==> src/hw/rtl/blt_pkg.sv <==
`default_nettype none

package blt_pkg;

    localparam int COORD_W       = 6;
    localparam int DELTA2_W      = COORD_W + 1;
    localparam int ERR_W         = COORD_W + 3;
    localparam int GRID_SIZE_DEF = 64;
    localparam int QUEUE_DEPTH   = 2;

    typedef logic [COORD_W-1:0]       coord_t;
    typedef logic [DELTA2_W-1:0]      delta2_t;
    typedef logic signed [ERR_W-1:0]  err_t;

    // One classified line request, expressed along its major and minor axes.
    typedef struct packed {
        logic    x_major;
        coord_t  maj;
        coord_t  min;
        coord_t  maj_end;
        logic    maj_neg;
        logic    min_neg;
        delta2_t dmaj2;
        delta2_t dmin2;
        err_t    err0;
    } line_rec_t;

endpackage

`default_nettype wire

==> src/hw/rtl/blt_front.sv <==
`default_nettype none

module blt_front
    import blt_pkg::*;
#(
    parameter int GRID_SIZE = GRID_SIZE_DEF
)(
    input  wire logic      push,
    input  wire logic      full,
    input  wire coord_t    start_x,
    input  wire coord_t    start_y,
    input  wire coord_t    end_x,
    input  wire coord_t    end_y,
    output logic           wr_en,
    output line_rec_t      rec
);

    localparam logic [COORD_W:0] GRID_LIM = (COORD_W+1)'(GRID_SIZE);
    localparam coord_t           COORD_MAX = COORD_W'(GRID_SIZE - 1);

    function automatic coord_t clamp(input coord_t v);
        coord_t r;
        r = ({1'b0, v} >= GRID_LIM) ? COORD_MAX : v;
        return r;
    endfunction

    coord_t               x0, y0, x1, y1;
    logic signed [COORD_W:0] dx, dy;
    coord_t               adx, ady;
    logic                 x_major;
    coord_t               dmaj_abs, dmin_abs;

    assign wr_en = push && !full;

    always_comb
    begin
        x0 = clamp(start_x);
        y0 = clamp(start_y);
        x1 = clamp(end_x);
        y1 = clamp(end_y);
        dx = signed'({1'b0, x1}) - signed'({1'b0, x0});
        dy = signed'({1'b0, y1}) - signed'({1'b0, y0});
        adx = dx[COORD_W] ? COORD_W'(-dx) : dx[COORD_W-1:0];
        ady = dy[COORD_W] ? COORD_W'(-dy) : dy[COORD_W-1:0];
        // tie on the doubled deltas goes to x
        x_major  = (adx >= ady);
        dmaj_abs = x_major ? adx : ady;
        dmin_abs = x_major ? ady : adx;

        rec.x_major = x_major;
        rec.maj     = x_major ? x0 : y0;
        rec.min     = x_major ? y0 : x0;
        rec.maj_end = x_major ? x1 : y1;
        rec.maj_neg = x_major ? dx[COORD_W] : dy[COORD_W];
        rec.min_neg = x_major ? dy[COORD_W] : dx[COORD_W];
        rec.dmaj2   = {dmaj_abs, 1'b0};
        rec.dmin2   = {dmin_abs, 1'b0};
        rec.err0    = err_t'({2'b00, dmin_abs, 1'b0}) - err_t'({3'b000, dmaj_abs});
    end

endmodule

`default_nettype wire

==> src/hw/rtl/blt_queue.sv <==
`default_nettype none

module blt_queue
    import blt_pkg::*;
#(
    parameter int DEPTH = QUEUE_DEPTH
)(
    input  wire logic      clk,
    input  wire logic      rst_n,
    input  wire logic      wr_en,
    input  wire line_rec_t wr_rec,
    output logic           full,
    input  wire logic      rd_en,
    output line_rec_t      rd_rec,
    output logic           q_empty
);

    localparam int PTR_W = (DEPTH > 1) ? $clog2(DEPTH) : 1;
    localparam int CNT_W = $clog2(DEPTH + 1);
    localparam logic [PTR_W-1:0] PTR_LAST = PTR_W'(DEPTH - 1);
    localparam logic [CNT_W-1:0] CNT_FULL = CNT_W'(DEPTH);

    line_rec_t         entry_reg [DEPTH];
    logic [PTR_W-1:0]  wr_ptr_reg, wr_ptr_next;
    logic [PTR_W-1:0]  rd_ptr_reg, rd_ptr_next;
    logic [CNT_W-1:0]  count_reg, count_next;
    logic              do_wr, do_rd;

    assign full    = (count_reg == CNT_FULL);
    assign q_empty = (count_reg == '0);
    assign rd_rec  = entry_reg[rd_ptr_reg];
    assign do_wr   = wr_en && !full;
    assign do_rd   = rd_en && !q_empty;

    always_comb
    begin
        wr_ptr_next = wr_ptr_reg;
        rd_ptr_next = rd_ptr_reg;
        count_next  = count_reg;
        if (do_wr)
        begin
            wr_ptr_next = (wr_ptr_reg == PTR_LAST) ? '0 : wr_ptr_reg + 1'b1;
        end
        if (do_rd)
        begin
            rd_ptr_next = (rd_ptr_reg == PTR_LAST) ? '0 : rd_ptr_reg + 1'b1;
        end
        if (do_wr && !do_rd)
        begin
            count_next = count_reg + 1'b1;
        end
        else if (do_rd && !do_wr)
        begin
            count_next = count_reg - 1'b1;
        end
    end

    always_ff @(posedge clk or negedge rst_n)
    begin
        if (!rst_n)
        begin
            wr_ptr_reg <= '0;
            rd_ptr_reg <= '0;
            count_reg  <= '0;
        end
        else
        begin
            wr_ptr_reg <= wr_ptr_next;
            rd_ptr_reg <= rd_ptr_next;
            count_reg  <= count_next;
        end
    end

    always_ff @(posedge clk)
    begin
        if (do_wr)
        begin
            entry_reg[wr_ptr_reg] <= wr_rec;
        end
    end

endmodule

`default_nettype wire

==> src/hw/rtl/blt_back.sv <==
`default_nettype none

module blt_back
    import blt_pkg::*;
(
    input  wire logic      clk,
    input  wire logic      rst_n,
    input  wire logic      q_empty,
    input  wire line_rec_t q_rec,
    output logic           q_pop,
    input  wire logic      pop,
    output logic           empty,
    output coord_t         point_x,
    output coord_t         point_y,
    output logic           last_point
);

    logic      busy_reg, busy_next;
    logic      out_valid_reg, out_valid_next;
    line_rec_t cur_reg;
    coord_t    maj_reg, min_reg;
    err_t      err_reg;
    coord_t    out_x_reg, out_y_reg;
    logic      out_last_reg;

    logic      cur_last;
    logic      emit;
    logic      done;
    logic      load;
    logic      take;
    err_t      err_sub;
    err_t      err_next;
    coord_t    maj_next;
    coord_t    min_next;

    assign empty      = !out_valid_reg;
    assign point_x    = out_x_reg;
    assign point_y    = out_y_reg;
    assign last_point = out_last_reg;

    // major coordinate at its end means the whole line is done
    assign cur_last = (maj_reg == cur_reg.maj_end);
    assign emit     = busy_reg && (!out_valid_reg || pop);
    assign done     = emit && cur_last;
    assign load     = (!busy_reg || done) && !q_empty;
    assign q_pop    = load;

    always_comb
    begin
        // step the minor axis on a positive term, or a zero term going up
        take     = (!err_reg[ERR_W-1] && (err_reg != '0))
                || ((err_reg == '0) && !cur_reg.maj_neg);
        err_sub  = take ? err_t'({2'b00, cur_reg.dmaj2}) : '0;
        err_next = err_reg - err_sub + err_t'({2'b00, cur_reg.dmin2});
        maj_next = cur_reg.maj_neg ? maj_reg - 1'b1 : maj_reg + 1'b1;
        min_next = min_reg;
        if (take)
        begin
            min_next = cur_reg.min_neg ? min_reg - 1'b1 : min_reg + 1'b1;
        end

        busy_next = busy_reg;
        if (load)
        begin
            busy_next = 1'b1;
        end
        else if (done)
        begin
            busy_next = 1'b0;
        end

        out_valid_next = out_valid_reg;
        if (emit)
        begin
            out_valid_next = 1'b1;
        end
        else if (pop)
        begin
            out_valid_next = 1'b0;
        end
    end

    always_ff @(posedge clk or negedge rst_n)
    begin
        if (!rst_n)
        begin
            busy_reg      <= 1'b0;
            out_valid_reg <= 1'b0;
        end
        else
        begin
            busy_reg      <= busy_next;
            out_valid_reg <= out_valid_next;
        end
    end

    always_ff @(posedge clk)
    begin
        if (load)
        begin
            cur_reg <= q_rec;
            maj_reg <= q_rec.maj;
            min_reg <= q_rec.min;
            err_reg <= q_rec.err0;
        end
        else if (emit)
        begin
            maj_reg <= maj_next;
            min_reg <= min_next;
            err_reg <= err_next;
        end

        if (emit)
        begin
            out_x_reg    <= cur_reg.x_major ? maj_reg : min_reg;
            out_y_reg    <= cur_reg.x_major ? min_reg : maj_reg;
            out_last_reg <= cur_last;
        end
    end

endmodule

`default_nettype wire

==> src/hw/rtl/bresenham_line_tracer_top.sv <==
// Path: requests pass the queue and stepper; points leave from the result register.
// Throughput: the stepper emits one point per cycle while results are popped or the result
// register is free; a line has N points, N being at most GRID_SIZE (64 by default). A two-entry
// request queue and the result register let requests and result pops stall independently.
// Reset: rst_n (async, active low) empties the queue, idles the stepper and raises empty.
`default_nettype none

module bresenham_line_tracer_top
    import blt_pkg::*;
#(
    parameter int GRID_SIZE = GRID_SIZE_DEF
)(
    input  wire logic   clk,
    input  wire logic   rst_n,
    input  wire logic   push,
    output logic        full,
    input  wire coord_t start_x,
    input  wire coord_t start_y,
    input  wire coord_t end_x,
    input  wire coord_t end_y,
    output logic        empty,
    input  wire logic   pop,
    output coord_t      point_x,
    output coord_t      point_y,
    output logic        last_point
);

    logic      wr_en;
    line_rec_t wr_rec;
    line_rec_t rd_rec;
    logic      q_empty;
    logic      q_pop;

    blt_front #(
        .GRID_SIZE (GRID_SIZE)
    ) u_front (
        .push    (push),
        .full    (full),
        .start_x (start_x),
        .start_y (start_y),
        .end_x   (end_x),
        .end_y   (end_y),
        .wr_en   (wr_en),
        .rec     (wr_rec)
    );

    blt_queue #(
        .DEPTH (QUEUE_DEPTH)
    ) u_queue (
        .clk     (clk),
        .rst_n   (rst_n),
        .wr_en   (wr_en),
        .wr_rec  (wr_rec),
        .full    (full),
        .rd_en   (q_pop),
        .rd_rec  (rd_rec),
        .q_empty (q_empty)
    );

    blt_back u_back (
        .clk        (clk),
        .rst_n      (rst_n),
        .q_empty    (q_empty),
        .q_rec      (rd_rec),
        .q_pop      (q_pop),
        .pop        (pop),
        .empty      (empty),
        .point_x    (point_x),
        .point_y    (point_y),
        .last_point (last_point)
    );

endmodule

`default_nettype wire

==> config.mk <==
export PLATFORM = sky130hd
export DESIGN_NAME = bresenham_line_tracer_top
export DESIGN_NICKNAME = d
export VERILOG_FILES = /design/src/hw/rtl/blt_pkg.sv /design/src/hw/rtl/blt_front.sv /design/src/hw/rtl/blt_queue.sv /design/src/hw/rtl/blt_back.sv /design/src/hw/rtl/bresenham_line_tracer_top.sv
export SDC_FILE = /design/constraint.sdc
export NUM_CORES = 1
export LEC_CHECK = 0
export BUFFER_PORTS_ARGS = -buffer_cell sky130_fd_sc_hd__buf_2
export CAP_MARGIN = 5
export CORE_MARGIN = 8
export CORE_UTILIZATION = 30
export CTS_CLUSTER_DIAMETER = 100
export DETAILED_ROUTE_END_ITERATION = 7
export PLACE_DENSITY_LB_ADDON = 0.12
export RECOVER_POWER = 100
export SLEW_MARGIN = 20
export SYNTH_ARGS = -nofsm -noshare
export SYNTH_HDL_FRONTEND = slang
export SYNTH_HIERARCHICAL = 1
export SYNTH_SLANG_ARGS = --single-unit
==> constraint.sdc <==
create_clock -name clk -period 6.12 [get_ports clk]
set_input_delay 1.224 -clock clk [delete_from_list [all_inputs] [get_ports clk]]
set_output_delay 1.224 -clock clk [all_outputs]
set_load 0.01 [all_outputs]
[Yosys cells after proc, flatten, opt, wreduce, memory -nomap -nowiden]
Memory sizes are Yosys's and may differ from the RTL's.
Cells that the tools add are included.
Word-level totals
  input bits: 28
  RAM bits: 84
  bits in registers: 63
  logic and storage cells: 97
  memories kept: 1
Memory list
  u_queue.entry_reg: words 2, width 42, read ports 1, clocked after memory_dff 0, write ports 1, RTL line blt_queue.sv:23  | line_rec_t entry_reg [DEPTH];
Cells by class
  equality and inequality tests: 2
  add/subtract/negate cells: 15
  $lt $le $gt $ge: 1
  multiplexer cells: 31
  reductions and logical operators: 30
Operator list (number)
  6-bit two-way mux: 16
  9-bit two-way mux: 2
  6-bit by 6-bit subtractor with 7-bit output: 2
  6-bit by 1-bit adder with 6-bit output, second input constant: 2
  6-bit negation: 2
  6-bit by 1-bit subtractor with 6-bit output, second input constant: 2
  1-bit logical AND: 10
  1-bit two-way mux: 10
  2-bit nonzero test: 5
  9-bit by 8-bit adder with 9-bit output: 1
  9-bit logical NOT: 1
  9-bit nonzero test: 1
  9-bit subtractor: 1
  1-bit logical NOT: 8
  7-bit by 6-bit subtractor with 8-bit output: 1
  7-bit two-way mux: 1
  6-bit equality test: 1
  6-bit greater-or-equal comparator: 1
  2-bit two-way mux: 2
  1-bit logical OR: 3
  1-bit adder, second input constant: 2
  2-bit by 1-bit adder with 2-bit output, second input constant: 1
  2-bit equality test, second input constant: 1
  2-bit logical NOT: 1
  2 further kinds: 2

[Longest topological paths before layout]
  depth after elaboration: 10
  depth in mapped cells: 25

[Hierarchy]
The synthesis kept the hierarchy.
By module, submodules not included
  blt_queue: times used 1, cells each 156, area each 3572.2 µm²
  blt_back: times used 1, cells each 264, area each 3275.6 µm²
  blt_front: times used 1, cells each 228, area each 1632.8 µm²

[Worst setup path before layout]
OpenSTA, ideal clock, no wires.
  path kind: input -> register
  start point: input port end_y[0]
  end point: memory u_queue/entry_reg[0][6] (netlist bit) (data pin)
  setup time: 0.269 ns
  setup slack: -0.058 ns
  stages: 22
  arrival time: 5.908 ns
  data required time: 5.851 ns
  path buffers: 2
  path through: inv_1 > ha_1 > inv_1 > fa_1 > a211oi_2 > nor2_1 > xnor2_1 > o31ai_1 > xor2_1 > inv_1 > ha_1 > nand3_1 > o21ai_2 > clkbuf_1 > buf_1 > mux2i_1 > ha_1 > a21oi_1 > a21oi_1 > o32a_1 > nor4b_1 > nor3_1
RTL lines
  start, declared: RTL line bresenham_line_tracer_top.sv:20  | input wire coord_t end_y,
  end, declared: RTL line blt_queue.sv:23

==> out/metrics.cfg <==
[critical_path]
cp_common_cell=inv_1
arrival_ns=5.80
rrSetupSlack_ns=1.27
critPathKind=in2reg
cp_max_fo=8
path_cells=buf_2 -> inv_1 -> ha_1 -> inv_1 -> fa_1 -> a211oi_2 -> nor2_1 -> xnor2_1 -> o31ai_1 -> xor2_1 -> inv_1 -> ha_1 -> nand3_1 -> o21ai_4 -> mux2_2 -> inv_1 -> fa_1 -> inv_1 -> a21oi_2 -> a21oi_1 -> o32a_1 -> nor4b_1 -> nor3_1
cp_slowest_cell=o31ai_1
startpoint_type=input pin
r2r-end=u_queue/count_reg[1]$_DFFE_PN0P_
crit_required_ns=6.28
crit_path_end_kind=flop
slowest_delay_ns=0.42
rr_worst_depth=10
r2r_start=u_back/maj_reg[0]$_DFFE_PP_

[clocking]
root_buffer=clkbuf_16
post-cts-setup-buffers=0
cts_max_level=4
clk_pin_slew_ns=0.07
holdBufCountCts=0
ctsLongestPathBuffers=2
cts_tree=yes
post_cts_resized=0
insertion_delay_ns=0.42
clkSinkCount=151
cts_made_buffers=17

[detailed_routing]
via_per_inst=4.52
drc=0
firstDrtPassIters=4
wl_um=17700
drt_iter0_markers=202
drt-wirelength-per-cell_um=16.1
vias=4954
postRouteAntennaNets=0

[floorplanning]
die_h_um=184
die_w_um=184
fp.coreArea_mm2=0.0278
start_util_pct=30.5
dieArea_mm2=0.0339
pin_count=43
rows=61

[grt]
antenna_found_initial=0
grt_max_degree=46
grt_pass1_wl_um=27300
track_usage_pct=10.6
overflow=0
grt_pass1_vias=5077

[yosys]
netlist_area_mm2=0.00848
ys_seq_area_share_pct=53.1
ys.flop_type=edfxtp_1
yosys_warnings=6
synth_edf_count=145
synth.avg_cell_area_um2=13.1
ys_ff_latch=151
synth.distinct_cells=56
synthArstFlopShare_pct=3.97
syn_inst=648

[worst_hold_path]
hold_end=u_back/out_valid_reg$_DFFE_PN0P_
hold_path.class=reg2reg
min_path_cells=1
hold_path.startpoint=u_back/busy_reg$_DFFE_PN0P_

[layout]
final_cell_mix=145 x edfxtp_1, 77 x inv_1, 44 x mux2_1
multi_input_area_mm2=0.00338
drive_gt1_share_pct=15.5
nets=787
fin_cells=1096
syn2layout_area_growth_pct=12.3
largest_reg_flops=88
fill_cells=2785
seqCellArea_mm2=0.00451
layout_commonest_cell=edfxtp_1
antennaDiodeCount=0

[power_and_ir_drop]
power_density_mw_per_mm2=563
p_leak_nw=3.68
power_mw=5.36
peakVddDrop_v=0.000183

[sta]
finalWorstSetupSlack_ns=0.478
finalHoldViolations=0
max_slew_margin_pct=-106
hold_slack_ns=0.528
skew_ns=0.0109
rsz0062_at_grt=no
fmax_ghz=0.177
fin_crit_ns=5.64
tightest_slew_ns=3.09
finalCritPeriodShare_pct=92.2
fin_tns_setup_ns=0
setup_viol=0
slew_viol_final=174

[status]
violations=max-capacitance violations, max-slew violations
outcome=finished with violations

[placement]
dp_cells=1064
routabilityCongestion=0.847
dpl.hpwl_um=12700
pre_cts_ws_ns=-0.0596
port_buffers=42

[run]
drv_cap=4

-- synthesized netlist by cell type, drive strengths merged, types with 2 or more instances --
| cell type | number | area (um^2) |
|---|---|---|
| fa | 12 | 240 |
| a2111oi | 2 | 17.5 |
| o21bai | 2 | 15.0 |
| nor3 | 4 | 20.0 |
| a211oi | 10 | 95.1 |
| and3 | 2 | 12.5 |
| o32a | 2 | 20.0 |
| o211ai | 3 | 22.5 |
| a21o | 12 | 90.1 |
| nand4 | 2 | 12.5 |
| dfrtp | 6 | 150 |
| clkbuf | 5 | 18.8 |
| xnor2 | 30 | 263 |
| xor2 | 16 | 155 |
| or3b | 2 | 17.5 |
| and2 | 7 | 43.8 |
| mux2i | 6 | 67.6 |
| o21a | 3 | 22.5 |
| nor2 | 39 | 146 |
| a21oi | 36 | 180 |
| nand2b | 10 | 62.6 |
| o31ai | 6 | 55.1 |
| nand2 | 30 | 113 |
| nor2b | 3 | 18.8 |
| o21ai | 30 | 154 |
| ha | 42 | 526 |
| edfxtp | 145 | 4350 |
| a311oi | 2 | 17.5 |
| nand3b | 2 | 15.0 |
| buf | 16 | 181 |
| mux2 | 70 | 961 |
| inv | 77 | 289 |
| a221oi | 2 | 30.0 |
-- critical path: cells and delay by family --
family                     cells  cell delay [ns]
AOI/OAI and AO/OA              6             1.63
xor gates and xnor gates       2             0.41
adders and majority gates      4             1.08
buffers and inverters          6             0.43
muxes                          1             0.39
and+or+nand+nor                4             0.62
-- stage by stage --
stage / area, um^2 / utilization, %
after floorplan: 8490 / -
after global placement: 9100 / 32.8
after detailed placement: 9100 / 32.8
after CTS: 9700 / 34.9
after global routing: 9530 / 34.3
final: 9530 / 34.3
-- power by group --
part / switching (mW) / internal, mW / total (mW)
Combinational: 1.38 / 1.05 / 2.42
Sequential: 0.115 / 1.78 / 1.89
Clock: 0.488 / 0.555 / 1.04
-- cells by family (layout without fill, tap and decap cells) --
group / after synthesis / after routing / share of synthesized area, %
DFF: 151 / 151 / 53.1
AOI/OAI and AO/OA: 116 / 116 / 9.06
and+or+nand+nor: 105 / 105 / 5.80
buffers and inverters: 98 / 167 / 5.77
muxes: 76 / 76 / 12.1
adders and majority gates: 55 / 55 / 9.16
xor gates and xnor gates: 46 / 46 / 4.93
other: 1 / 2 / 0.0442
-- metal layers --
layer,global-route usage [%],vias to the layer above,wire length [um],share of wire [%]
li1,-,2434,-,-
met1,14.1,2391,8760,50
met2,16.5,107,7770,44
met3,2.38,22,797,4.5
met4,4.16,0,334,1.9
met5,0,-,0,0
-- how the worst max path moves through the flow --
stage / depth (start not counted) / slack, ns / end / startpoint
after floorplan: 22 / 0.02 / u_queue/entry_reg[0][6]$_DFFE_PP_ / end_y[0]
after global placement: 23 / 0.12 / u_queue/entry_reg[0][6]$_DFFE_PP_ / end_x[0]
after detailed placement: 24 / -0.06 / u_queue/entry_reg[1][6]$_DFFE_PP_ / end_y[0]
after CTS: 24 / 0.37 / u_queue/entry_reg[1][6]$_DFFE_PP_ / end_y[0]
after global routing: 24 / 0.06 / u_queue/entry_reg[1][6]$_DFFE_PP_ / end_y[0]
final: 23 / 0.48 / u_queue/entry_reg[0][6]$_DFFE_PP_ / end_y[0]
-- cell type report --
type	instances	area share, %
multi-input cells	400	35.5
inverters	77	3.03
clock buffers	17	4.46
clock inverters	15	1.81
well taps	378	4.96
flip-flops and latches	151	47.3
repair buffers	58	2.98
Power figures use the tool's default switching activity.
